[config.mk]
export PLATFORM = sky130hd
export DESIGN_NAME = touch_button_gesture_detector_top
export DESIGN_NICKNAME = d
export VERILOG_FILES = /design/src/sv/tbgd_pkg.sv /design/src/sv/tbgd_div.sv /design/src/sv/touch_button_gesture_detector_top.sv
export VERILOG_INCLUDE_DIRS = /design/src /design/src/sv
export SDC_FILE = /design/constraint.sdc
export NUM_CORES = 1
export LEC_CHECK = 0
export BUFFER_PORTS_ARGS = -buffer_cell sky130_fd_sc_hd__buf_4
export CAP_MARGIN = 20
export CELL_PAD_IN_SITES_DETAIL_PLACEMENT = 1
export CELL_PAD_IN_SITES_GLOBAL_PLACEMENT = 2
export CORE_MARGIN = 5
export CORE_UTILIZATION = 40
export CTS_BUF_LIST = sky130_fd_sc_hd__clkbuf_4
export DETAILED_ROUTE_END_ITERATION = 7
export PLACE_DENSITY_LB_ADDON = 0.1
export SLEW_MARGIN = 15
export SYNTH_ARGS = -nofsm -noshare
export SYNTH_HDL_FRONTEND = slang
export SYNTH_SLANG_ARGS = --single-unit
[constraint.sdc]
create_clock -name aclk -period 7.05 [get_ports aclk]
set_input_delay 0.3525 -clock aclk [delete_from_list [all_inputs] [get_ports aclk]]
set_output_delay 0.3525 -clock aclk [all_outputs]
set_load 0.05 [all_outputs]
[src/sv/assert_macros.svh]
// Assertion macros shared by the gesture detector RTL.
// Every macro samples on aclk and is disabled while aresetn is low.
`ifndef ASSERT_MACROS_SVH
`define ASSERT_MACROS_SVH

// Same-cycle implication: when ante holds, cons must hold too.
`define ASSERT_IMPL(label, ante, cons) \
    label: assert property (@(posedge aclk) disable iff (!aresetn) (ante) |-> (cons)) \
        else $error("assertion failed");

// Next-cycle implication: when ante holds, cons must hold in the cycle after.
`define ASSERT_NEXT(label, ante, cons) \
    label: assert property (@(posedge aclk) disable iff (!aresetn) (ante) |=> (cons)) \
        else $error("assertion failed");

`endif

[src/sv/tbgd_pkg.sv]
// Shared types, constants and helpers for the touch button gesture detector.
// Used by tbgd_div and touch_button_gesture_detector_top.
package tbgd_pkg;

    // Time stamps wrap modulo 2^TIME_W
    localparam int TIME_W    = 32;
    localparam int READ_W    = 24;
    localparam int SUM_W     = 32;
    localparam int CNT_W     = 8;
    localparam int THR_W     = 24;
    localparam int MS_W      = 16;
    localparam int KIND_W    = 2;
    localparam int STEP_W    = $clog2(SUM_W);

    localparam logic [THR_W-1:0] THR_RESET   = THR_W'(350);
    localparam logic [MS_W-1:0]  EVAL_RESET  = MS_W'(25);
    localparam logic [MS_W-1:0]  LONG_RESET  = MS_W'(500);
    localparam logic [MS_W-1:0]  GAP_RESET   = MS_W'(250);
    localparam logic [CNT_W-1:0] CNT_MAX     = '1;

    // Configuration register indexes
    typedef enum logic [1:0] {
        REG_TOUCH_THRESHOLD = 2'd0,
        REG_EVAL_INTERVAL   = 2'd1,
        REG_LONG_PRESS      = 2'd2,
        REG_MULTI_CLICK_GAP = 2'd3
    } cfg_reg_t;

    // Result kinds
    typedef enum logic [KIND_W-1:0] {
        EV_CLICK      = 2'd0,
        EV_HOLD_START = 2'd1,
        EV_HOLDING    = 2'd2
    } event_kind_t;

    // Sequencer states
    typedef enum logic [2:0] {
        ST_IDLE,
        ST_CHECK,
        ST_DIV,
        ST_EVAL,
        ST_REPORT
    } seq_state_t;

    // Wrapping time difference
    function automatic logic [TIME_W-1:0] elapsed(input logic [TIME_W-1:0] now_t,
                                                  input logic [TIME_W-1:0] then_t);
        return now_t - then_t;
    endfunction

    // Widen a millisecond register to time width
    function automatic logic [TIME_W-1:0] ms_to_time(input logic [MS_W-1:0] ms);
        return {{(TIME_W-MS_W){1'b0}}, ms};
    endfunction

endpackage

[src/sv/tbgd_div.sv]
// Iterative restoring divider: 32-bit sum over 8-bit count, one bit a cycle.
// Depends on tbgd_pkg for widths.
module tbgd_div
    import tbgd_pkg::*;
(
    input  logic             aclk,
    input  logic             aresetn,
    input  logic             start,
    input  logic [SUM_W-1:0] dividend,
    input  logic [CNT_W-1:0] divisor,
    output logic             done,
    output logic [SUM_W-1:0] quotient
);

    logic              busy_reg, busy_next;
    logic              done_reg, done_next;
    logic [STEP_W-1:0] step_reg, step_next;
    logic [CNT_W-1:0]  rem_reg, rem_next;
    logic [SUM_W-1:0]  quot_reg, quot_next;
    logic [CNT_W-1:0]  dvsr_reg, dvsr_next;
    logic [CNT_W:0]    shifted;
    logic              q_bit;

    // Shift one dividend bit into the remainder and trial-subtract
    always_comb begin
        shifted    = {rem_reg, quot_reg[SUM_W-1]};
        q_bit      = shifted >= {1'b0, dvsr_reg};
        busy_next  = busy_reg;
        done_next  = 1'b0;
        step_next  = step_reg;
        rem_next   = rem_reg;
        quot_next  = quot_reg;
        dvsr_next  = dvsr_reg;
        if (start) begin
            busy_next = 1'b1;
            step_next = '0;
            rem_next  = '0;
            quot_next = dividend;
            dvsr_next = divisor;
        end else if (busy_reg) begin
            rem_next  = q_bit ? CNT_W'(shifted - {1'b0, dvsr_reg}) : CNT_W'(shifted);
            quot_next = {quot_reg[SUM_W-2:0], q_bit};
            step_next = step_reg + 1'b1;
            if (step_reg == STEP_W'(SUM_W - 1)) begin
                busy_next = 1'b0;
                done_next = 1'b1;
            end
        end
    end

    // Control state
    always_ff @(posedge aclk) begin
        if (!aresetn) begin
            busy_reg <= 1'b0;
            done_reg <= 1'b0;
        end else begin
            busy_reg <= busy_next;
            done_reg <= done_next;
        end
    end

    // Datapath
    always_ff @(posedge aclk) begin
        step_reg <= step_next;
        rem_reg  <= rem_next;
        quot_reg <= quot_next;
        dvsr_reg <= dvsr_next;
    end

    assign done     = done_reg;
    assign quotient = quot_reg;

endmodule

[src/sv/touch_button_gesture_detector_top.sv]
// A failed reading is dropped in ST_IDLE; any other reading passes ST_CHECK and
// ST_REPORT, one with an average evaluation also ST_DIV (the 32-step shared
// divider) and ST_EVAL. One item at a time: s_tready is high only when idle.
// The result sits in an output register, so a new item is taken while it waits;
// an event that finds that register still full holds the sequencer until m_tready.
// Reset (aresetn, synchronous, active low) restores the register defaults and
// clears all gesture state and the accumulator.
`include "assert_macros.svh"

module touch_button_gesture_detector_top
    import tbgd_pkg::*;
(
    input  logic                  aclk,
    input  logic                  aresetn,
    // Configuration write port
    input  logic                  cfg_wr_en,
    input  logic [1:0]            cfg_addr,
    input  logic [THR_W-1:0]      cfg_wr_data,
    // Reading stream
    input  logic                  s_tvalid,
    output logic                  s_tready,
    input  logic [55:0]           s_tdata,   // charge_time[23:0], now_ms[55:24]
    input  logic                  s_tuser,   // read_failed
    // Event stream
    output logic                  m_tvalid,
    input  logic                  m_tready,
    output logic [CNT_W-1:0]      m_tdata,   // click_count[7:0]
    output logic [KIND_W-1:0]     m_tuser    // event_kind[1:0]
);

    seq_state_t         state_reg, state_next;

    logic [THR_W-1:0]   thr_reg, thr_next;
    logic [MS_W-1:0]    eval_ms_reg, eval_ms_next;
    logic [MS_W-1:0]    long_ms_reg, long_ms_next;
    logic [MS_W-1:0]    gap_ms_reg, gap_ms_next;

    logic               pressed_reg, pressed_next;
    logic               hold_first_reg, hold_first_next;
    logic               pending_reg, pending_next;
    logic [CNT_W-1:0]   clicks_reg, clicks_next;
    logic [TIME_W-1:0]  down_time_reg, down_time_next;
    logic [TIME_W-1:0]  up_time_reg, up_time_next;
    logic [TIME_W-1:0]  last_eval_reg, last_eval_next;
    logic [SUM_W-1:0]   sum_reg, sum_next;
    logic [CNT_W-1:0]   count_reg, count_next;
    logic [TIME_W-1:0]  now_reg, now_next;

    logic               m_valid_reg, m_valid_next;
    event_kind_t        m_kind_reg, m_kind_next;
    logic [CNT_W-1:0]   m_count_reg, m_count_next;

    logic [READ_W-1:0]  in_charge;
    logic [TIME_W-1:0]  in_now;
    logic               in_accept;
    logic               out_free;
    logic               div_start;
    logic               div_done;
    logic [SUM_W-1:0]   div_quot;
    logic               is_long;
    logic               gap_over;

    assign in_charge = s_tdata[READ_W-1:0];
    assign in_now    = s_tdata[READ_W +: TIME_W];
    assign s_tready  = (state_reg == ST_IDLE);
    assign in_accept = s_tvalid && s_tready;
    assign out_free  = !m_valid_reg || m_tready;
    assign is_long   = elapsed(now_reg, down_time_reg) > ms_to_time(long_ms_reg);
    assign gap_over  = elapsed(now_reg, up_time_reg) > ms_to_time(gap_ms_reg);

    // Shared divider for the average charge time
    tbgd_div u_div (
        .aclk     (aclk),
        .aresetn  (aresetn),
        .start    (div_start),
        .dividend (sum_reg),
        .divisor  (count_reg),
        .done     (div_done),
        .quotient (div_quot)
    );

    // Configuration writes
    always_comb begin
        thr_next     = thr_reg;
        eval_ms_next = eval_ms_reg;
        long_ms_next = long_ms_reg;
        gap_ms_next  = gap_ms_reg;
        if (cfg_wr_en) begin
            case (cfg_reg_t'(cfg_addr))
                REG_TOUCH_THRESHOLD: thr_next     = cfg_wr_data;
                REG_EVAL_INTERVAL:   eval_ms_next = cfg_wr_data[MS_W-1:0];
                REG_LONG_PRESS:      long_ms_next = cfg_wr_data[MS_W-1:0];
                REG_MULTI_CLICK_GAP: gap_ms_next  = cfg_wr_data[MS_W-1:0];
                default: ;
            endcase
        end
    end

    // Sequencer: accumulate, evaluate the average, then report an event
    always_comb begin
        state_next      = state_reg;
        pressed_next    = pressed_reg;
        hold_first_next = hold_first_reg;
        pending_next    = pending_reg;
        clicks_next     = clicks_reg;
        down_time_next  = down_time_reg;
        up_time_next    = up_time_reg;
        last_eval_next  = last_eval_reg;
        sum_next        = sum_reg;
        count_next      = count_reg;
        now_next        = now_reg;
        m_kind_next     = m_kind_reg;
        m_count_next    = m_count_reg;
        m_valid_next    = m_tready ? 1'b0 : m_valid_reg;
        div_start       = 1'b0;

        case (state_reg)
            ST_IDLE: begin
                // Drop failed readings, accumulate good ones until full
                if (in_accept && !s_tuser) begin
                    if (count_reg != CNT_MAX) begin
                        sum_next   = sum_reg + {{(SUM_W-READ_W){1'b0}}, in_charge};
                        count_next = count_reg + 1'b1;
                    end
                    now_next   = in_now;
                    state_next = ST_CHECK;
                end
            end
            ST_CHECK: begin
                if (elapsed(now_reg, last_eval_reg) >= ms_to_time(eval_ms_reg)) begin
                    div_start  = 1'b1;
                    state_next = ST_DIV;
                end else begin
                    state_next = ST_REPORT;
                end
            end
            ST_DIV: begin
                if (div_done) begin
                    state_next = ST_EVAL;
                end
            end
            ST_EVAL: begin
                // Detect touch-up or touch-down, then clear the accumulator
                if (pressed_reg && (div_quot < {{(SUM_W-THR_W){1'b0}}, thr_reg})) begin
                    pressed_next    = 1'b0;
                    hold_first_next = 1'b0;
                    if (is_long) begin
                        clicks_next = '0;
                    end else if (clicks_reg != CNT_MAX) begin
                        clicks_next = clicks_reg + 1'b1;
                    end
                    up_time_next = now_reg;
                    pending_next = 1'b1;
                end else if (!pressed_reg &&
                             (div_quot > {{(SUM_W-THR_W){1'b0}}, thr_reg})) begin
                    pressed_next    = 1'b1;
                    hold_first_next = 1'b1;
                    down_time_next  = now_reg;
                end
                sum_next       = '0;
                count_next     = '0;
                last_eval_next = now_reg;
                state_next     = ST_REPORT;
            end
            ST_REPORT: begin
                // Hold here until the output register can take the event
                if (!pressed_reg && pending_reg && gap_over) begin
                    if (out_free) begin
                        m_valid_next = 1'b1;
                        m_kind_next  = EV_CLICK;
                        m_count_next = clicks_reg;
                        clicks_next  = '0;
                        pending_next = 1'b0;
                        state_next   = ST_IDLE;
                    end
                end else if (pressed_reg && is_long) begin
                    if (out_free) begin
                        m_valid_next    = 1'b1;
                        m_kind_next     = hold_first_reg ? EV_HOLD_START : EV_HOLDING;
                        m_count_next    = clicks_reg;
                        hold_first_next = 1'b0;
                        state_next      = ST_IDLE;
                    end
                end else begin
                    state_next = ST_IDLE;
                end
            end
            default: state_next = ST_IDLE;
        endcase
    end

    // Control and gesture state
    always_ff @(posedge aclk) begin
        if (!aresetn) begin
            state_reg      <= ST_IDLE;
            thr_reg        <= THR_RESET;
            eval_ms_reg    <= EVAL_RESET;
            long_ms_reg    <= LONG_RESET;
            gap_ms_reg     <= GAP_RESET;
            pressed_reg    <= 1'b0;
            hold_first_reg <= 1'b0;
            pending_reg    <= 1'b0;
            clicks_reg     <= '0;
            down_time_reg  <= '0;
            up_time_reg    <= '0;
            last_eval_reg  <= '0;
            sum_reg        <= '0;
            count_reg      <= '0;
            m_valid_reg    <= 1'b0;
        end else begin
            state_reg      <= state_next;
            thr_reg        <= thr_next;
            eval_ms_reg    <= eval_ms_next;
            long_ms_reg    <= long_ms_next;
            gap_ms_reg     <= gap_ms_next;
            pressed_reg    <= pressed_next;
            hold_first_reg <= hold_first_next;
            pending_reg    <= pending_next;
            clicks_reg     <= clicks_next;
            down_time_reg  <= down_time_next;
            up_time_reg    <= up_time_next;
            last_eval_reg  <= last_eval_next;
            sum_reg        <= sum_next;
            count_reg      <= count_next;
            m_valid_reg    <= m_valid_next;
        end
    end

    // Payload registers
    always_ff @(posedge aclk) begin
        now_reg     <= now_next;
        m_kind_reg  <= m_kind_next;
        m_count_reg <= m_count_next;
    end

    assign m_tvalid = m_valid_reg;
    assign m_tdata  = m_count_reg;
    assign m_tuser  = m_kind_reg;

    // A divider result only arrives while the sequencer waits for it
    `ASSERT_IMPL(a_div_done_in_div, div_done, state_reg == ST_DIV)
    // The first-hold flag lives only inside a press
    `ASSERT_IMPL(a_hold_first_pressed, hold_first_reg, pressed_reg)
    // A good reading always moves on to the interval check
    `ASSERT_NEXT(a_accept_to_check, in_accept && !s_tuser, state_reg == ST_CHECK)

endmodule
# After elaboration in Yosys (flattened, before gate mapping)
# Index checks and enable logic that the tools add are counted.
# Widths: inputs -> output; s select.
# op_classes
n_addsub	8
magnitude_cmp	6
n_eq_ne	22
mux	50
n_bitwise	3
reduce_logical	34
# ops
cell	count
$mux 32	4
$sub 32x32->32	3
$mux 8	11
$gt 32x16->1	2
$pmux 32 s2	1
$add 32x24->32	1
$ge 32x16->1	1
$gt 32x24->1	1
$lt 32x24->1	1
$pmux 8 s2	2
$mux 1	18
$mux 3	6
$reduce_and 2->1	9
$add 8x1->8 const B	2
$ne 8x8->1 const B	2
$pmux 3 s5	1
$ne 2x2->1 const B	7
$mux 2	5
$reduce_and 5->1	2
$reduce_bool 2->1	5
$ge 9x8->1	1
$reduce_and 4->1	2
$sub 8x8->8	1
$logic_and 1x1->1	7
17 further kinds	28
# word_totals
regBits	320

# Longest topological paths before layout
# logic_depth
ltp_word	6
mapped_depth	23

# Hierarchy
# From an unflattened synthesis, not the netlist that was laid out.
# hier_totals
hier_cells	2535
hier_area_um2	21812.2
# by_module_without_submodules
module	n_inst	cells_each	area_each_um2
touch_button_gesture_detector_top	1	2322	19147.1
tbgd_div	1	213	2665.1

# Worst setup path after synthesis
# OpenSTA, ideal clock, no wires.
# synth_timing
path_type	register to register
start	register now_reg[1]
end	register u_div.quot_reg[0] (netlist: u_div.quotient[0]), enable pin
setup_ps	482
arrival_ps	4846
slack_ps	1722
stages_incl_launch_ff	23
path_buffers	2
synth_period_minus_slack_ps	5328
cell_sequence	edfxtp_1 > ha_1 > nor2b_1 > o31a_1 > o311a_1 > o21ai_0 > o21ai_0 > a21oi_1 > xnor2_1 > ha_1 > a221oi_1 > o31ai_1 > a211oi_1 > o2111ai_1 > a2111oi_0 > nand4b_1 > nor4_2 > nand4_1 > o41ai_2 > or2_1 > buf_6 > buf_6 > nand2b_1
# synth_between
elab_chain_cells	5
# synth_rtl
item	line_no	text
start: declaration	touch_button_gesture_detector_top.sv:47	logic [TIME_W-1:0] now_reg, now_next;
start signal: assignment	touch_button_gesture_detector_top.sv:231	now_reg <= now_next;
$sub 32x32->32	tbgd_pkg.sv:48	return now_t - then_t;
$ge 32x16->1	touch_button_gesture_detector_top.sv:130	if (elapsed(now_reg, last_eval_reg) >= ms_to_time(eval_ms_reg)) begin
$mux 1	touch_button_gesture_detector_top.sv:130	
$mux 1	touch_button_gesture_detector_top.sv:117	case (state_reg)
$reduce_bool 2->1 (no line)	-	
end signal: assignment	tbgd_div.sv:66	quot_reg <= quot_next;
end: declaration	tbgd_div.sv:19	logic [SUM_W-1:0] quot_reg, quot_next;
# No other way between the ends.
# A chain may end at the register's enable or synchronous reset.

# Final worst setup path
# layout_timing
start	register now_reg[1]
end	register u_div.quot_reg[14] (netlist: u_div.quotient[14]), enable pin
# Same word-level chain as after synthesis.

==> results.sh <==
export IMPL_outcome="finished, final reports clean"
export IMPL_rows=84
export IMPL_fin_crit_ns=6.32
export IMPL_cts_root_buf="clkbuf_4"
export IMPL_cp_slowest_cell="or2_2"
export IMPL_ant_nets=0
export IMPL_initial_core_util=0.403
export IMPL_synth_top_area_frac=0.225
export IMPL_drt_iter0_drc=765
export IMPL_period_share=0.897
export IMPL_grt_antenna_before_repair=2
export IMPL_grt_overflow=0
export IMPL_die_area_um2=57700
export IMPL_grt_pass1_wl_um=106000
export IMPL_min_path_type="in2reg"
export IMPL_slew_headroom=0.293
export IMPL_io_pin_count=100
export IMPL_yosys_warnings=0
export IMPL_syn_num_nets=2748
export IMPL_clockBufferDepth=3
export IMPL_yosys_top_cells_area="dfxtp_1 (22%), ha_1 (12%), edfxtp_1 (12%), nand2_1 (5.8%), inv_1 (3.6%)"
export IMPL_port_buffers=99
export IMPL_syn2layout_area_growth_pct=16.4
export IMPL_cts_sinks=320
export IMPL_utilization=0.469
export IMPL_drt_pre_antenna_iters=5
export IMPL_arrival_ns=6.87
export IMPL_critical_path_class="reg2reg"
export IMPL_async_flop_share=0
export IMPL_yosysTopAreaCell="dfxtp_1"
export IMPL_ys_ff_latch=320
export IMPL_synthCells=2454
export IMPL_avgSynthCellArea_um2=8.64
export IMPL_htree_levels=3
export IMPL_max_freq_mhz=158
export IMPL_power_density_nw_per_um2=202
export IMPL_chipWidth_um=240
export IMPL_drcViolationCount=0
export IMPL_critPathMaxFanout=37
export IMPL_tritoncts="yes"
export IMPL_cts_buffers=97
export IMPL_clk_latency_ns=0.85
export IMPL_max_cap_violations=0
export IMPL_setup_ws_ns=0.729
export IMPL_setup_violations=0
export IMPL_drive_gt1_frac=0.127
export IMPL_cts_setup_buffers=0
export IMPL_ys_types=88
export IMPL_slowest_delay_ns=0.74
export IMPL_clk_pin_slew_ns=0.07
export IMPL_rsz0062_at_grt="false"
export IMPL_wl_per_cell_um=19.4
export IMPL_wl_um=66500
export IMPL_core_area_um2=52600
export IMPL_syn_cell_area_um2=21200
export IMPL_yosysSeqAreaShare=0.341
export IMPL_p_leak_nw=9.81
export IMPL_synth_edff_count=82
export IMPL_ctsResizeCount=0
export IMPL_ir_drop_mv=0.120
export IMPL_slew_violations=0
export IMPL_cp_start_kind="register"
export IMPL_path_cells="ha_1 > nor2b_1 > o31a_1 > o311a_1 > o21ai_0 > o21ai_0 > a21oi_1 > xnor2_1 > ha_1 > a221oi_1 > o31ai_1 > a211oi_1 > o2111ai_1 > a2111oi_0 > nand4b_1 > nor4_2 > nand4_1 > o41ai_2 > or2_2 > nand2b_1 > buf_4"
export IMPL_final_setup_skew_ns=0.0326
export IMPL_grtUsageTotal=0.228
export IMPL_post_dp_hpwl_um=49500
export IMPL_grt_pass1_vias=19400
export IMPL_place_congestion=0.852
export IMPL_cts_hold_buf=70
export IMPL_place_worst_setup_slack_ns=0.849
export IMPL_finalHoldViolations=0
export IMPL_die_height_um=240
export IMPL_vias=18700
export IMPL_worst_endpoint_required_ns=7.60
export IMPL_setup_tns_ns=0
export IMPL_worst_pin_slew_ns=1.06
export IMPL_end_kind="register"
export IMPL_grt_max_degree=111
export IMPL_viasPerCell=5.44
export IMPL_ys_flop_type="dfxtp_1"
export IMPL_finish_net_count=2954
cells by family (layout without fill, tap and decap cells):
group,after synthesis,after routing,share of synthesized area
DFF,320,320,0.341
xor gates and xnor gates,91,91,0.0376
muxes,110,110,0.0540
buffers and inverters,287,572,0.0521
adders and majority gates,206,206,0.123
other,0,4,0
AOI/OAI and AO/OA,626,626,0.203
and+or+nand+nor,814,814,0.189
stage by stage:
| step | cell area [µm²] | instances | hold WS, ns | total power (W) |
|---|---|---|---|---|
| floorplan | 21200 | 2454 | 0.439 | 0.00278 |
| global placement | 22600 | 3178 | 0.453 | 0.00304 |
| detailed placement | 22700 | 3179 | 0.465 | 0.00308 |
| CTS | 24700 | 3427 | 0.00271 | 0.00507 |
| global route | 24700 | 3431 | 0.0278 | 0.00531 |
| finish | 24700 | 3431 | 0.105 | 0.00499 |
cell usage after synthesis (36+ instances only):
master,instances
nor2b_1,105
dfxtp_1,238
ha_1,201
inv_1,203
edfxtp_1,82
a21o_1,72
a21boi_0,98
nand4_1,39
xnor2_1,57
nand2_1,327
o21ai_0,76
a21oi_1,129
clkbuf_1,71
nor2_1,103
mux2i_1,76
o211ai_1,36
nand3_1,47
report_power, final:
group          switching [W]  total [W]  internal, W  leakage [nW]
Combinational       0.000560    0.00101     0.000454          6.35
Sequential         0.0000845    0.00206      0.00198          2.70
Clock               0.000883    0.00192      0.00103         0.761
routing by layer:
metal	track usage	vias to the layer above	wire length, µm
li1	-	9225	-
met1	0.299	9042	30800
met3	0.0349	95	2270
met5	0	-	0
met4	0.0602	0	1400
met2	0.392	300	32000
cell usage in the layout, fill, tap and decap left out, types with 10 or more instances in the layout:
| master | n |
|---|---|
| xnor2_1 | 57 |
| dfxtp_1 | 238 |
| nor3_1 | 33 |
| a21oi_1 | 129 |
| o21ai_0 | 76 |
| mux2i_1 | 76 |
| or2_2 | 10 |
| clkbuf_4 | 149 |
| nand4_1 | 39 |
| a21o_1 | 72 |
| o21a_1 | 28 |
| o21bai_1 | 12 |
| o31ai_1 | 12 |
| dlygate4sd3_1 | 70 |
| nand2b_1 | 27 |
| buf_4 | 120 |
| a211oi_1 | 31 |
| edfxtp_1 | 82 |
| a21boi_0 | 98 |
| clkinv_1 | 20 |
| nand3_1 | 47 |
| and3_1 | 27 |
| nor2b_1 | 105 |
| and2_1 | 24 |
| nor2_1 | 102 |
| nand2_1 | 325 |
| ha_1 | 201 |
| o211ai_1 | 36 |
| a31oi_1 | 19 |
| a22oi_1 | 15 |
| xor2_1 | 34 |
| or3_1 | 23 |
| inv_1 | 203 |
| nor4_1 | 14 |
| mux2_2 | 31 |
critical path: cells and delay by family (launching register included):
kind,cells,cell delay (ns)
xor+xnor,1,0.10
compound gates,11,2.74
buf+inv,1,0.31
flops,1,0.54
simple gates,6,1.80
fa+ha+maj,2,0.53
path summary, 6_finish.rpt:
| kind | from | depth (start not counted) | to | slack (ns) |
|---|---|---|---|---|
| max | now_reg[1] | 21 | u_div.quotient[14] | 0.73 |
| min | cfg_addr[0] | 5 | long_ms_reg[3] | 0.11 |
| max reg2reg | now_reg[1] | 21 | u_div.quotient[14] | 0.73 |
| min reg2reg | long_ms_reg[14] | 2 | long_ms_reg[14] | 0.47 |
layout make-up:
class                      count  area (µm²)
sequential                   320        7230
timing repair buffer         191        1610
clock inverter                29         181
multi-input combinational   1847       12900
tap                          688         861
antenna                        4        10.0
clock buffer                 149        1120
inverter                     203         762
fill                        6224       27900
(Power assumes the default switching activity.)
